[config.mk]
export PLATFORM = sky130hd
export DESIGN_NAME = bzr_ram
export DESIGN_NICKNAME = d
export VERILOG_FILES = /design/src/sv/bzr_ram.sv
export SDC_FILE = /design/constraint.sdc
export NUM_CORES = 1
export LEC_CHECK = 0
export ABC_AREA = 1
export BUFFER_PORTS_ARGS = -buffer_cell sky130_fd_sc_hd__buf_2
export CAP_MARGIN = 5
export CORE_ASPECT_RATIO = 0.6
export CORE_MARGIN = 10
export CORE_UTILIZATION = 40
export CTS_CLUSTER_SIZE = 25
export DETAILED_ROUTE_END_ITERATION = 12
export GPL_TIMING_DRIVEN = 0
export HOLD_SLACK_MARGIN = 0.1
export PLACE_DENSITY = 0.58
export SLEW_MARGIN = 20
export SYNTH_ARGS = -nofsm -noshare
export SYNTH_HDL_FRONTEND = slang
export SYNTH_SLANG_ARGS = --single-unit
[constraint.sdc]
create_clock -name clk -period 5.9 [get_ports clk]
set_clock_uncertainty 0.15 [all_clocks]
set_input_delay 1.18 -clock clk [delete_from_list [all_inputs] [get_ports clk]]
set_output_delay 1.18 -clock clk [all_outputs]
set_load 0.01 [all_outputs]
[src/sv/bzr_ram.sv]
`default_nettype none
// ----------------------------------------------------------------------------
// bzr_ram
// Generic single-write, single-read RAM with registered read data.
// ----------------------------------------------------------------------------
module bzr_ram #(
  parameter int WIDTH = 32,
  parameter int DEPTH = 16
) (
  input  wire logic                     clk,
  input  wire logic                     we,
  input  wire logic [$clog2(DEPTH)-1:0] waddr,
  input  wire logic [WIDTH-1:0]         wdata,
  input  wire logic [$clog2(DEPTH)-1:0] raddr,
  output logic      [WIDTH-1:0]         rdata
);

  logic [WIDTH-1:0] mem [DEPTH];

  always_ff @(posedge clk) begin
    if (we) begin
      mem[waddr] <= wdata;
    end
    rdata <= mem[raddr];
  end

endmodule
`default_nettype wire

### After elaboration in Yosys (flattened, before gate mapping)

Memory sizes are Yosys's and may differ from the RTL's. A register that Yosys moved wholly into a read port is not among the register bits.
Index checks and enable logic that the tools add are counted.

| storage, ports and cells | value |
|---|---|
| RAM bits | 512 |
| ROM bits | 0 |
| latch bits | 0 |
| memories kept | 1 |
| input bits | 42 |
| flip-flop bits (word level) | 0 |

| operators by class | value |
|---|---|
| shift operators | 0 |
| order comparisons | 0 |
| reductions and logical operators | 0 |
| muxes and demuxes | 2 |
| divide/modulo/power cells | 0 |
| add/sub/neg operators | 0 |
| bitwise logic cells | 0 |
| multiply operators | 0 |
| equality and inequality tests | 0 |

Memories:

| memory | words | bits a word | rd ports | clocked after memory_dff | write ports | line | RTL |
|---|---|---|---|---|---|---|---|
| mem | 16 | 32 | 1 | 1 | 1 | 18 | `logic [WIDTH-1:0] mem [DEPTH];` |

Operators by type and width:

| kind | count |
|---|---|
| 2-to-1 mux 1 bit | 2 |

### Depth between registers and ports, before layout

| logic depth | value |
|---|---|
| depth after elaboration | 2 |
| gate-level depth with buffers | 10 |
| gate-level depth less buffers | 7 |

### Least setup slack after synthesis

Ideal clock, no wire load.

| timing | value |
|---|---|
| kind | in2reg |
| from | input waddr[2] |
| to | memory mem[10][0], enable pin |
| setup time | 0.421 ns |
| setup slack | 2.577 ns |
| cell stages on the path | 2 |
| arrival | 2.752 ns |
| cells stage by stage | nand3b_1 nor2_1 |

RTL lines:

| what | line | RTL |
|---|---|---|
| start: declaration | 12 | `input wire logic [$clog2(DEPTH)-1:0] waddr,` |
| end: declaration | 18 |  |

Straight into the memory's write port.

==> flow_summary_export.csv <==
group,metric,value,unit
outcome,outcome,"complete, no violations",
sta,rsz0062_at_grt,"no",
detailed_routing,post_drt_wl_per_cell,21.6,um
finish,final_util,0.470,
detailed_routing,dr.first_iter.drc_count,1774,
yosys,synthCells,2120,
detailed_routing,via_per_inst,5.04,
detailed_routing,drc_errors,0,
yosys,synth-xor-area-share,0,
yosys,seq_area_frac_synth,0.705,
sta,slew_violations,0,
clock_network,cts.sinks,544,
detailed_routing,antenna_left,0,
power_and_ir_drop,powerDensity,313,nW/um2
worst_setup_path,crit_type,"in2reg",
die,placementRows,67,
flow_run,max_cap_viol_count,0,
sta,fin_crit,2.80,ns
die,dieArea,67100,um2
hold_path,hold_class,"reg2reg",
clock_network,cts_root_buf,"clkbuf_16",
finish,drive_gt1_frac,0.111,
detailed_routing,dr.pass1.iters,6,
grt,overflow,0,
clock_network,htreeDepth,2,
worst_setup_path,cp-end-kind,"register",
yosys,synth_top_family_by_area,"simple AND/OR/NAND/NOR gates",
finish,final_cell_mix,"nand2_1 (677), edfxtp_1 (512), inv_1 (388), nand3_1 (385), buf_2 (112)",
grt,grt_pass1_vias,14700,
sta,hold_violations,0,
detailed_routing,routed_wl,66300,um
placed_design,portBuffers,71,
finish,layout_commonest_cell,"nand2_1",
finish,nFillCells,5127,
yosys,synth_area_per_cell,10.7,um2
sta,fin_crit_sh,0.474,
grt,grt_max_degree,21,
yosys,synth_area_leaders,"edfxtp_1 (68%), nand2_1 (11%), nand3_1 (8.5%)",
clock_network,clockBufferDepth,3,
sta,setup_tns,0,ns
clock_network,cts_tree,"done",
finish,area_growth,15.7,%
yosys,ys_ff_latch,544,
grt,grt_pass1_wl,96300,um
detailed_routing,vias,15400,
yosys,syn_area,22700,um2
die,core_area,56000,um2
worst_setup_path,crit_required,6.26,ns
clock_network,ctsResizeCount,0,
finish,seq_area,16000,um2
yosys,synth_top_area_frac,0.676,
die,fp.dieH,205,um
yosys,synth_cell_types,15,
power_and_ir_drop,p_total,0.00822,W
yosys,yosys.area_share.simple,0.200,
yosys,synth_compound_area_frac,0,
clock_network,hold_buffers,0,
yosys,muxShareOfSynthArea,0,
die,io_pins,74,
die,die_w,328,um
finish,multi_input_area,4670,um2
placed_design,gp_congestion,0.816,
grt,track_usage,0.194,
clock_network,path_clk_slew,0.06,ns
yosys,synth_warnings,0,
grt,antenna_found_initial,1,
placed_design,dp_hpwl,44400,um
worst_setup_path,critPathLaunchType,"primary input",
sta,slew_headroom,0.327,
sta,tightest_slew,1.01,ns
worst_setup_path,cp.arrival,3.16,ns
clock_network,cts_made_buffers,50,
sta,fmax,357,MHz
finish,num_antenna_cells,0,
worst_setup_path,crit_fanout,10,
finish,nets,2307,
die,start_util,0.406,
yosys,synth_fa_ha_area_frac,0,
sta,setup_viol,0,
clock_network,postCtsSetupBuffers,0,
clock_network,insertion_delay,0.59,ns
power_and_ir_drop,leakagePower,11.2,nW
power_and_ir_drop,ir_worst_vdd,235,uV
yosys,synth_top_area_cell,"edfxtp_1",
yosys,syn_nets,2162,
==> critical path, cell delays in order <==
cell	delay (ns)
clkbuf_1	0.36
inv_1	0.37
buf_1	0.68
nand3_1	0.36
nand2_1	0.19
==> sequential cells by signal (all words and copies together), names as in the netlist <==
register	count
rdata	32
mem	512
==> worst paths after layout <==
check | start | end | slack, ns | cells past startpoint
worst min-delay path | mem[10][26] | rdata[26] | 0.51 | 6
worst max register to register | mem[1][17] | rdata[17] | 4.62 | 6
worst max-delay path | raddr[3] | rdata[17] | 3.10 | 5
worst min register to register | mem[10][26] | rdata[26] | 0.51 | 6
==> area by class of cell <==
type                            count  share of cell area
Sequential cell                   544               0.609
Clock buffer                       78              0.0563
Timing Repair Buffer               93              0.0329
Buffer                            105              0.0267
Inverter                          390              0.0558
Clock inverter                     16             0.00552
Multi-Input combinational cell   1081               0.178
Tap cell                          759              0.0361
==> metrics by stage <==
step / hold slack [ns] / cells / instance area (um2) / setup WS, ns
after floorplan: 0.457 / 2120 / 22700 / 2.58
after global placement: 0.504 / 2950 / 24000 / 0.479
after detailed placement: 0.501 / 2972 / 24700 / 2.62
after CTS: 0.514 / 3066 / 26300 / 3.21
after global routing: 0.575 / 3066 / 26300 / 3.10
final: 0.506 / 3066 / 26300 / 3.10
==> per-layer routing <==
| layer | global-route usage | share of wire | up-vias |
|---|---|---|---|
| li1 | - | - | 7132 |
| met1 | 0.295 | 0.46 | 7415 |
| met2 | 0.274 | 0.40 | 806 |
| met3 | 0.0456 | 0.12 | 96 |
| met4 | 0.0470 | 0.021 | 0 |
| met5 | 0 | 0 | - |
==> cells in the mapped netlist, drive strengths merged <==
cell type and number:
nand2 677, nand3b 2, inv 390, nor2 17
clkbuf 14, dfxtp 32, edfxtp 512, nand3 385
buf 91
==> power breakdown <==
group / total, W / switching [W] / leakage [nW] / internal (W)
sequential: 0.00434 / 0.0000213 / 4.90 / 0.00432
clock: 0.00328 / 0.00143 / 0.793 / 0.00185
combinational: 0.000607 / 0.000438 / 5.47 / 0.000169
==> cell families (layout without fill, tap and decap cells) <==
group                  Yosys count  after routing
AND/OR/NAND/NOR               1081           1081
buffers and inverters          495            682
flip-flops                     544            544
Power figures use the tool's default switching activity.
